**src/hdl/arq_pkg.sv**
```systemverilog
// ----------------------------------------------------------------------------
// arq_pkg
// Shared constants, codes and inter-module structs for the selective-repeat
// receive reorder window.
// ----------------------------------------------------------------------------
package arq_pkg;

  localparam int RING_DEPTH  = 64;
  localparam int SEQ_BITS    = $clog2(RING_DEPTH);
  localparam int HANDLE_BITS = 32;
  localparam int WIN_BITS    = 6;
  localparam logic [WIN_BITS-1:0] WINDOW_SIZE_INIT = WIN_BITS'(32);

  localparam int QUEUE_DEPTH = 4;
  localparam int QPTR_BITS   = $clog2(QUEUE_DEPTH);
  localparam int QCNT_BITS   = $clog2(QUEUE_DEPTH + 1);

  // Result status codes; also used as the command kind in the queue.
  typedef enum logic [1:0] {
    ST_DROP    = 2'd0,
    ST_HOLD    = 2'd1,
    ST_DELIVER = 2'd2
  } status_t;

  typedef enum logic [1:0] {
    B_IDLE,
    B_READ,
    B_SEND
  } back_state_t;

  typedef struct packed {
    status_t               kind;
    logic [SEQ_BITS-1:0]   seq;
  } q_entry_t;

  // Window state seen by the classifier.
  typedef struct packed {
    logic [RING_DEPTH-1:0] marked;
    logic [SEQ_BITS-1:0]   base;
  } slot_view_t;

  // Store of an accepted frame into its slot.
  typedef struct packed {
    logic                   valid;
    logic [SEQ_BITS-1:0]    seq;
    logic [HANDLE_BITS-1:0] handle;
  } store_req_t;

endpackage

```
**src/hdl/arq_front.sv**
```systemverilog
// ----------------------------------------------------------------------------
// arq_front
// Accepts frames, classifies each as drop, hold or in-order fill, issues the
// slot store and queues a command for the back end.
// ----------------------------------------------------------------------------
module arq_front (
  input  logic                          clk,
  input  logic                          rst,
  input  logic                          in_valid,
  output logic                          in_ready,
  input  logic [arq_pkg::SEQ_BITS-1:0]    frame_seq,
  input  logic [arq_pkg::HANDLE_BITS-1:0] frame_handle,
  input  logic [arq_pkg::WIN_BITS-1:0]    win,
  input  arq_pkg::slot_view_t           view,
  input  logic                          drain_done,
  input  logic                          q_full,
  output logic                          push,
  output arq_pkg::q_entry_t             push_entry,
  output arq_pkg::store_req_t           store
);
  import arq_pkg::*;

  logic                busy;
  logic [SEQ_BITS-1:0] offset;
  logic                drop;
  logic                fills_base;

  // busy: an in-order fill is queued or draining; base and marks will move
  always_ff @(posedge clk) begin
    if (rst) begin
      busy <= 1'b0;
    end else if (push && push_entry.kind == ST_DELIVER) begin
      busy <= 1'b1;
    end else if (drain_done) begin
      busy <= 1'b0;
    end
  end

  always_comb begin
    offset     = frame_seq - view.base;
    drop       = view.marked[frame_seq] || (WIN_BITS'(offset) >= win);
    fills_base = (frame_seq == view.base);

    in_ready = !busy && !q_full;
    push     = in_valid && in_ready;

    push_entry.seq = frame_seq;
    if (drop) begin
      push_entry.kind = ST_DROP;
    end else if (fills_base) begin
      push_entry.kind = ST_DELIVER;
    end else begin
      push_entry.kind = ST_HOLD;
    end

    store.valid  = push && !drop;
    store.seq    = frame_seq;
    store.handle = frame_handle;
  end

endmodule

```
**src/hdl/arq_fifo.sv**
```systemverilog
// ----------------------------------------------------------------------------
// arq_fifo
// Short command queue between the classifier and the delivery engine.
// ----------------------------------------------------------------------------
module arq_fifo (
  input  logic              clk,
  input  logic              rst,
  input  logic              push,
  input  arq_pkg::q_entry_t push_entry,
  input  logic              pop,
  output arq_pkg::q_entry_t head,
  output logic              empty,
  output logic              full
);
  import arq_pkg::*;

  q_entry_t             entries [QUEUE_DEPTH];
  logic [QPTR_BITS-1:0] wr_ptr;
  logic [QPTR_BITS-1:0] rd_ptr;
  logic [QCNT_BITS-1:0] count;

  function automatic logic [QPTR_BITS-1:0] ptr_inc(input logic [QPTR_BITS-1:0] p);
    ptr_inc = (p == QPTR_BITS'(QUEUE_DEPTH - 1)) ? '0 : p + 1'b1;
  endfunction

  assign empty = (count == '0);
  assign full  = (count == QCNT_BITS'(QUEUE_DEPTH));
  assign head  = entries[rd_ptr];

  always_ff @(posedge clk) begin
    if (push) begin
      entries[wr_ptr] <= push_entry;
    end
  end

  always_ff @(posedge clk) begin
    if (rst) begin
      wr_ptr <= '0;
      rd_ptr <= '0;
      count  <= '0;
    end else begin
      if (push) begin
        wr_ptr <= ptr_inc(wr_ptr);
      end
      if (pop) begin
        rd_ptr <= ptr_inc(rd_ptr);
      end
      if (push && !pop) begin
        count <= count + 1'b1;
      end else if (pop && !push) begin
        count <= count - 1'b1;
      end
    end
  end

endmodule

```
**src/hdl/arq_back.sv**
```systemverilog
// ----------------------------------------------------------------------------
// arq_back
// Owns the window state (base, slot marks, handle memory), executes queued
// commands and drives the output register. A drain walks the marked run from
// the base, one slot per read/send pair.
// ----------------------------------------------------------------------------
module arq_back (
  input  logic                            clk,
  input  logic                            rst,
  input  logic [arq_pkg::WIN_BITS-1:0]    win,
  input  arq_pkg::store_req_t             store,
  output arq_pkg::slot_view_t             view,
  input  arq_pkg::q_entry_t               q_head,
  input  logic                            q_empty,
  output logic                            pop,
  output logic                            drain_done,
  output logic                            out_valid,
  input  logic                            out_ready,
  output logic [1:0]                      status,
  output logic [arq_pkg::SEQ_BITS-1:0]    out_seq,
  output logic [arq_pkg::HANDLE_BITS-1:0] out_handle,
  output logic                            last
);
  import arq_pkg::*;

  back_state_t            state;
  back_state_t            state_next;
  logic [SEQ_BITS-1:0]    base;
  logic [RING_DEPTH-1:0]  marked;
  logic [WIN_BITS-1:0]    n;
  logic [HANDLE_BITS-1:0] mem [RING_DEPTH];
  logic [HANDLE_BITS-1:0] rd_data;
  logic [SEQ_BITS-1:0]    pend_seq;
  logic                   pend_last;

  logic                   out_free;
  logic                   do_read;
  logic                   load_out;
  logic                   start_drain;
  status_t                ld_status;
  logic [SEQ_BITS-1:0]    ld_seq;
  logic [HANDLE_BITS-1:0] ld_handle;
  logic                   ld_last;
  logic [WIN_BITS-1:0]    n_inc;
  logic [SEQ_BITS-1:0]    base_inc;
  logic                   run_ends;

  assign view.marked = marked;
  assign view.base   = base;

  assign n_inc    = n + 1'b1;
  assign base_inc = base + 1'b1;
  // stop at the window width or at the first gap
  assign run_ends = (n_inc >= win) || !marked[base_inc];

  always_comb begin
    out_free    = !out_valid || out_ready;
    state_next  = state;
    pop         = 1'b0;
    do_read     = 1'b0;
    load_out    = 1'b0;
    start_drain = 1'b0;
    drain_done  = 1'b0;
    ld_status   = ST_DROP;
    ld_seq      = q_head.seq;
    ld_handle   = '0;
    ld_last     = 1'b1;
    unique case (state)
      B_IDLE: begin
        if (!q_empty && out_free) begin
          pop = 1'b1;
          if (q_head.kind == ST_DELIVER) begin
            start_drain = 1'b1;
            state_next  = B_READ;
          end else begin
            load_out  = 1'b1;
            ld_status = q_head.kind;
          end
        end
      end
      B_READ: begin
        do_read    = 1'b1;
        state_next = B_SEND;
      end
      B_SEND: begin
        if (out_free) begin
          load_out  = 1'b1;
          ld_status = ST_DELIVER;
          ld_seq    = pend_seq;
          ld_handle = rd_data;
          ld_last   = pend_last;
          if (pend_last) begin
            drain_done = 1'b1;
            state_next = B_IDLE;
          end else begin
            state_next = B_READ;
          end
        end
      end
      default: begin
        state_next = B_IDLE;
      end
    endcase
  end

  // handle memory: one write port (store), one registered read port (drain)
  always_ff @(posedge clk) begin
    if (store.valid) begin
      mem[store.seq] <= store.handle;
    end
    if (do_read) begin
      rd_data <= mem[base];
    end
  end

  always_ff @(posedge clk) begin
    if (do_read) begin
      pend_seq  <= base;
      pend_last <= run_ends;
    end
    if (load_out) begin
      status     <= ld_status;
      out_seq    <= ld_seq;
      out_handle <= ld_handle;
      last       <= ld_last;
    end
  end

  always_ff @(posedge clk) begin
    if (rst) begin
      state     <= B_IDLE;
      base      <= '0;
      marked    <= '0;
      n         <= '0;
      out_valid <= 1'b0;
    end else begin
      state <= state_next;
      if (start_drain) begin
        n <= '0;
      end else if (do_read) begin
        n <= n_inc;
      end
      if (do_read) begin
        base         <= base_inc;
        marked[base] <= 1'b0;
      end
      if (store.valid) begin
        marked[store.seq] <= 1'b1;
      end
      if (load_out) begin
        out_valid <= 1'b1;
      end else if (out_ready) begin
        out_valid <= 1'b0;
      end
    end
  end

  a_read_marked: assert property (@(posedge clk) disable iff (rst)
    (state == B_READ) |-> marked[base])
    else $error("drain reads an unmarked slot");

  a_count_in_window: assert property (@(posedge clk) disable iff (rst)
    (state == B_SEND) |-> (n != '0) && (n <= win))
    else $error("drain ran past the window width");

  a_no_store_in_drain: assert property (@(posedge clk) disable iff (rst)
    store.valid |-> (state != B_READ) && (state != B_SEND))
    else $error("slot store during drain");

  a_done_to_idle: assert property (@(posedge clk) disable iff (rst)
    drain_done |=> (state == B_IDLE))
    else $error("drain end did not return to idle");

endmodule

```
**src/hdl/arq_receive_reorder_window.sv**
```systemverilog
// ----------------------------------------------------------------------------
// arq_receive_reorder_window
// Selective-repeat receive window over a 64-slot sequence ring. Frames are
// dropped, held, or, when they fill the base slot, release the marked run
// from the base in sequence order.
//
//   channel  | dir | handshake             | payload
//   ---------+-----+-----------------------+----------------------------------
//   frame    | in  | in_valid / in_ready   | frame_seq, frame_handle
//   result   | out | out_valid / out_ready | status, out_seq, out_handle, last
//   config   | in  | cfg_write_en          | cfg_write_data (window_size)
//
// Flow: a drop or hold item is classified in its accept cycle, queued, and
// loaded into the output register when it reaches the queue head and the
// output is free. An in-order fill pops its command, then per slot reads
// the handle memory's registered read port and loads the output.
// While a fill is queued or draining, the front holds in_ready low.
// Reset (synchronous, active high) clears the base, every slot mark, the
// queue and the output valid; window_size returns to 32. Handle memory is not
// cleared. Output stalls back up into the queue, then into in_ready.
// ----------------------------------------------------------------------------
module arq_receive_reorder_window (
  input  logic                            clk,
  input  logic                            rst,
  input  logic                            in_valid,
  output logic                            in_ready,
  input  logic [arq_pkg::SEQ_BITS-1:0]    frame_seq,
  input  logic [arq_pkg::HANDLE_BITS-1:0] frame_handle,
  output logic                            out_valid,
  input  logic                            out_ready,
  output logic [1:0]                      status,
  output logic [arq_pkg::SEQ_BITS-1:0]    out_seq,
  output logic [arq_pkg::HANDLE_BITS-1:0] out_handle,
  output logic                            last,
  input  logic                            cfg_write_en,
  input  logic [arq_pkg::WIN_BITS-1:0]    cfg_write_data
);
  import arq_pkg::*;

  // window width; its full 6-bit range already stays below the ring depth
  logic [WIN_BITS-1:0] window_size;

  slot_view_t view;
  store_req_t store;
  q_entry_t   push_entry;
  q_entry_t   q_head;
  logic       push;
  logic       pop;
  logic       q_empty;
  logic       q_full;
  logic       drain_done;

  // hold the window width; the user must write it only while the block is idle, which the block does not enforce
  always_ff @(posedge clk) begin
    if (rst) begin
      window_size <= WINDOW_SIZE_INIT;
    end else if (cfg_write_en) begin
      window_size <= cfg_write_data;
    end
  end

  // front: classify against base and marks, store the slot, queue a command
  arq_front u_front (
    .clk          (clk),
    .rst          (rst),
    .in_valid     (in_valid),
    .in_ready     (in_ready),
    .frame_seq    (frame_seq),
    .frame_handle (frame_handle),
    .win          (window_size),
    .view         (view),
    .drain_done   (drain_done),
    .q_full       (q_full),
    .push         (push),
    .push_entry   (push_entry),
    .store        (store)
  );

  // queue: decouple classification from delivery
  arq_fifo u_fifo (
    .clk        (clk),
    .rst        (rst),
    .push       (push),
    .push_entry (push_entry),
    .pop        (pop),
    .head       (q_head),
    .empty      (q_empty),
    .full       (q_full)
  );

  // back: report drops and holds, drain in-order runs, advance the base
  arq_back u_back (
    .clk        (clk),
    .rst        (rst),
    .win        (window_size),
    .store      (store),
    .view       (view),
    .q_head     (q_head),
    .q_empty    (q_empty),
    .pop        (pop),
    .drain_done (drain_done),
    .out_valid  (out_valid),
    .out_ready  (out_ready),
    .status     (status),
    .out_seq    (out_seq),
    .out_handle (out_handle),
    .last       (last)
  );

endmodule

```
**config.mk**
```make
export PLATFORM = sky130hd
export DESIGN_NAME = arq_receive_reorder_window
export DESIGN_NICKNAME = d
export VERILOG_FILES = /design/src/hdl/arq_pkg.sv /design/src/hdl/arq_front.sv /design/src/hdl/arq_fifo.sv /design/src/hdl/arq_back.sv /design/src/hdl/arq_receive_reorder_window.sv
export SDC_FILE = /design/constraint.sdc
export NUM_CORES = 2
export LEC_CHECK = 0
export BUFFER_PORTS_ARGS = -buffer_cell sky130_fd_sc_hd__buf_2
export CAP_MARGIN = 20
export CORE_MARGIN = 2
export CORE_UTILIZATION = 35
export CTS_CLUSTER_SIZE = 20
export DETAILED_ROUTE_END_ITERATION = 10
export PLACE_DENSITY = 0.54
export SETUP_SLACK_MARGIN = 0.02
export SYNTH_ARGS = -nofsm -noshare
export SYNTH_HDL_FRONTEND = slang
export SYNTH_SLANG_ARGS = --single-unit
```
**constraint.sdc**
```tcl
create_clock -name clk -period 12.3 [get_ports clk]
set_input_delay 1.845 -clock clk [delete_from_list [all_inputs] [get_ports clk]]
set_output_delay 1.845 -clock clk [all_outputs]
set_load 0.05 [all_outputs]
```
==> flow_summary.toml <==
[cts]
ctsHoldBuffers = 0
cts.reportedPaths.clkPinSlew_ns = 0.06
clockBufferDepth = 3
post_cts.repair.setup_buffers = 0
cts-root-buf = "clkbuf_16"
ctsHtreeMaxLevel = 4
post_cts_resized = 0
numCtsBuffers = 229
cts_sinks = 2255
cts_tree = "done"
clk_latency_ns = 0.92

[timing]
finalSetupViolations = 0
rsz0062_at_grt = "no"
fmax_mhz = 152
min_period_over_period = 0.534
fin_tns_setup_ns = 0
finalHoldViolCount = 0
finalMaxSlewViolations = 0
period_minus_slack_ns = 6.57
skew_ns = 0.101
worst_pin_slew_ns = 1.28
max_slew_margin = 0.146

[drt]
totalWireLength_um = 312000
drc = 0
drtIter0Drc = 9005
num_vias = 52309
route.antenna.remaining_nets = 0
wl_per_cell_um = 36.0
detail_route.first_pass.iterations = 6
routed_via_density = 6.04

[grt]
grt_use_met2 = 0.352
grt_pass1_wl_um = 423000
antenna_found_initial = 38
overflow = 0
grt_pass1_vias = 49549
grt.total_usage = 0.238
busiest_layer = "met2"
grt_use_met3 = 0.0636
grt_max_degree = 101
use_met1 = 0.322

[outcome]
status = "finished, final reports clean"

[synthesis]
synth.avg_cell_area_um2 = 17.8
yosys_warnings = 0
synthSimpleGateAreaFrac = 0.0340
synth_fp_nets = 4998
syn_inst = 4922
synthMuxAreaShare = 0.0917
synth_top_family_by_area = "multiplexers"
synth-edff-count = 2160
syn_area_um2 = 87800
async_reset_ff_frac = 0
synth_compound_area_frac = 0.0878
synth_xor_xnor_area_share = 0.00230
yosys-top-cells-area = "edfxtp_1 (74%), mux4_2 (4.4%), mux2i_1 (2.8%)"
synthAdderAreaFrac = 0.00402
synthFlopType = "edfxtp_1"
ys_seq_area_frac = 0.761
ys_ff_latch = 2255
ys_types = 78
yosysTopAreaCell = "edfxtp_1"
synth_top_area_share = 0.739

[pwr]
clkPwrFrac = 0.397
seqPwrFrac = 0.495
internal-power_w = 0.0130
swShare = 0.261
p_leak_nw = 31.2
switchingPower_w = 0.00459
ir_worst_vdd_v = 0.000132
share_comb_of_total_power = 0.109
total_power_w = 0.0176
powerDensity_nw_per_um2 = 175

[placed_design]
dp_hpwl_um = 184000
gp_congestion = 0.959
dp.cells = 8202
io_buffers = 91

[final_layout]
ff_latch_area_um2 = 66800
drive_gt1_frac = 0.202
layout.cells.non_filler = 8654
multiInputGateArea_um2 = 19800
final_nets = 5184
fill_cells = 22365
syn2layout_area_growth_pct = 14.6

[hold_path]
holdCritPathClass = "flip-flop to flip-flop"

[floorplan]
core_um2 = 249000
die_width_um = 505
initial_core_util = 0.353
die_h_um = 505
io_pins = 92
num_rows = 183
die_area_um2 = 255000

[setup_path]
critPathKind = "primary input to flip-flop"
cp-end-kind = "flip-flop"
critical_path_required_ns = 12.83
worstPathArrival_ns = 7.10
worstSetupStartpointType = "primary input"
crit_fanout = 32

[flow_run]
cap_violations = 0
==> state kept, by name, indices dropped and copies added, names as in the netlist, 2 cells and up, named ones only <==
signal	flops
u_back.state	2
u_back.out_handle	32
u_fifo.wr_ptr	2
u_back.rd_data	32
u_fifo.entries	32
u_back.base	6
u_back.marked	64
u_back.pend_seq	6
u_back.mem	2048
u_fifo.rd_ptr	2
u_back.status	2
window_size	6
u_back.out_seq	6
u_fifo.count	3
u_back.n	6
==> per-layer routing <==
metal / wire [µm] / vias up
li1: - / 20695
met1: 121000 / 27551
met2: 137000 / 3406
met3: 35600 / 637
met4: 18100 / 20
met5: 184 / -
==> cells in the mapped netlist (5+ instances only) <==
cell type and count:
mux2i_1 245, a222oi_1 19, nand2_1 187, a22o_1 28, a211o_1 6, mux4_2 173
or3_1 8, buf_4 31, a221oi_1 251, nor3_1 71, xnor2_1 11, o211ai_1 75
nor4_1 9, nand3b_1 8, a21o_1 7, nand4_1 18, a221o_1 31, o22ai_1 92
o2bb2ai_1 15, mux2_2 148, inv_1 16, buf_6 9, xor2_1 12, or4_1 9
nor2_1 183, nand2b_1 15, nand3_1 30, dfxtp_1 95, a31oi_1 8, edfxtp_1 2160
ha_1 25, a22oi_1 150, o2111ai_1 5, buf_2 115, a211oi_1 6, and2_1 11
o221ai_1 22, nor2b_1 14, o22a_1 17, a21oi_1 115, buf_1 49, and3_1 38
clkbuf_1 141, o21ai_0 176
==> power by group through the flow <==
stage / Clock [W] / Combinational (W) / Sequential, W
3_5_place_dp: 0 / 0.00188 / 0.00885
2_1_floorplan: 0 / 0.000759 / 0.00905
6_report: 0.00696 / 0.00191 / 0.00868
4_1_cts: 0.00704 / 0.00188 / 0.00869
3_3_place_gp: 0 / 0.00187 / 0.00885
5_1_grt: 0.00735 / 0.00195 / 0.00870
==> worst paths after layout <==
kind / start / to / slack, ns / depth (start not counted)
worst min-delay path: u_fifo.rd_ptr[1] / flip-flop / 0.47 / 2
worst max register to register: u_back.base[0] / u_back.mem[56][28] / 6.40 / 15
worst min register to register: u_fifo.rd_ptr[1] / flip-flop / 0.47 / 2
worst max-delay path: frame_seq[1] / u_back.mem[56][28] / 5.73 / 15
==> worst max-delay path, stage by stage <==
cell and delay, ns:
buf_2 0.54, ha_1 0.37, a21o_1 0.18, a21o_1 0.20, a21o_1 0.19, a21oi_1 0.17, xor2_1 0.16, ha_1 0.26
a21oi_1 0.23, o211ai_1 0.18, nor4_4 0.43, nand4_4 0.51, buf_4 0.52, nor3_2 0.69, buf_4 0.51
==> cell type report <==
type | instances | area share
Antenna cell | 18 | 0.000448
Clock buffer | 284 | 0.0598
Clock inverter | 145 | 0.0148
Inverter | 21 | 0.000908
Multi-Input combinational cell | 2301 | 0.196
Sequential cell | 2255 | 0.664
Tap cell | 3330 | 0.0414
Timing Repair Buffer | 300 | 0.0221
==> metrics by stage <==
step	cell area (µm²)	hold WS, ns	worst slack (ns)	utilization
final	101000	0.467	5.73	0.404
after global routing	101000	0.522	5.52	0.404
after CTS	100000	0.465	5.52	0.404
after detailed placement	93000	0.473	4.60	0.373
after global placement	92900	0.463	4.61	0.373
after floorplan	87800	0.406	4.09	-
==> cells in the final DEF, fill, tap and decap left out, types with 9 or more instances in the layout <==
cell and count:
o21ai_0 173, o211ai_1 75, ha_1 25, edfxtp_1 2160
or4_1 9, nor3_1 13, clkinvlp_4 12, a22oi_1 150
nand3_1 29, bufinv_16 21, clkinv_2 48, nand4_1 18
inv_1 14, o221ai_1 22, nand2b_1 13, clkbuf_1 49
clkbuf_16 232, buf_4 227, a21oi_1 115, nor2_1 176
nand2_1 184, o2bb2ai_1 15, a22o_1 28, o22ai_1 92
a221oi_1 251, buf_2 63, and3_1 38, diode_2 18
mux2_2 148, o22a_1 17, clkinv_1 51, a221o_1 31
mux2i_1 245, mux4_2 173, nor3_2 58, xnor2_1 11
xor2_1 12, dfxtp_1 90, a222oi_1 19
==> logic make-up (layout without fill, tap and decap cells) <==
group / count (synthesis) / count (layout)
flops: 2255 / 2255
fa+ha+maj: 27 / 27
mux: 568 / 568
other cells: 0 / 18
simple gates: 625 / 625
xor+xnor: 23 / 23
buf+inv: 366 / 750
compound gates: 1058 / 1058
(Power assumes the default switching activity.)
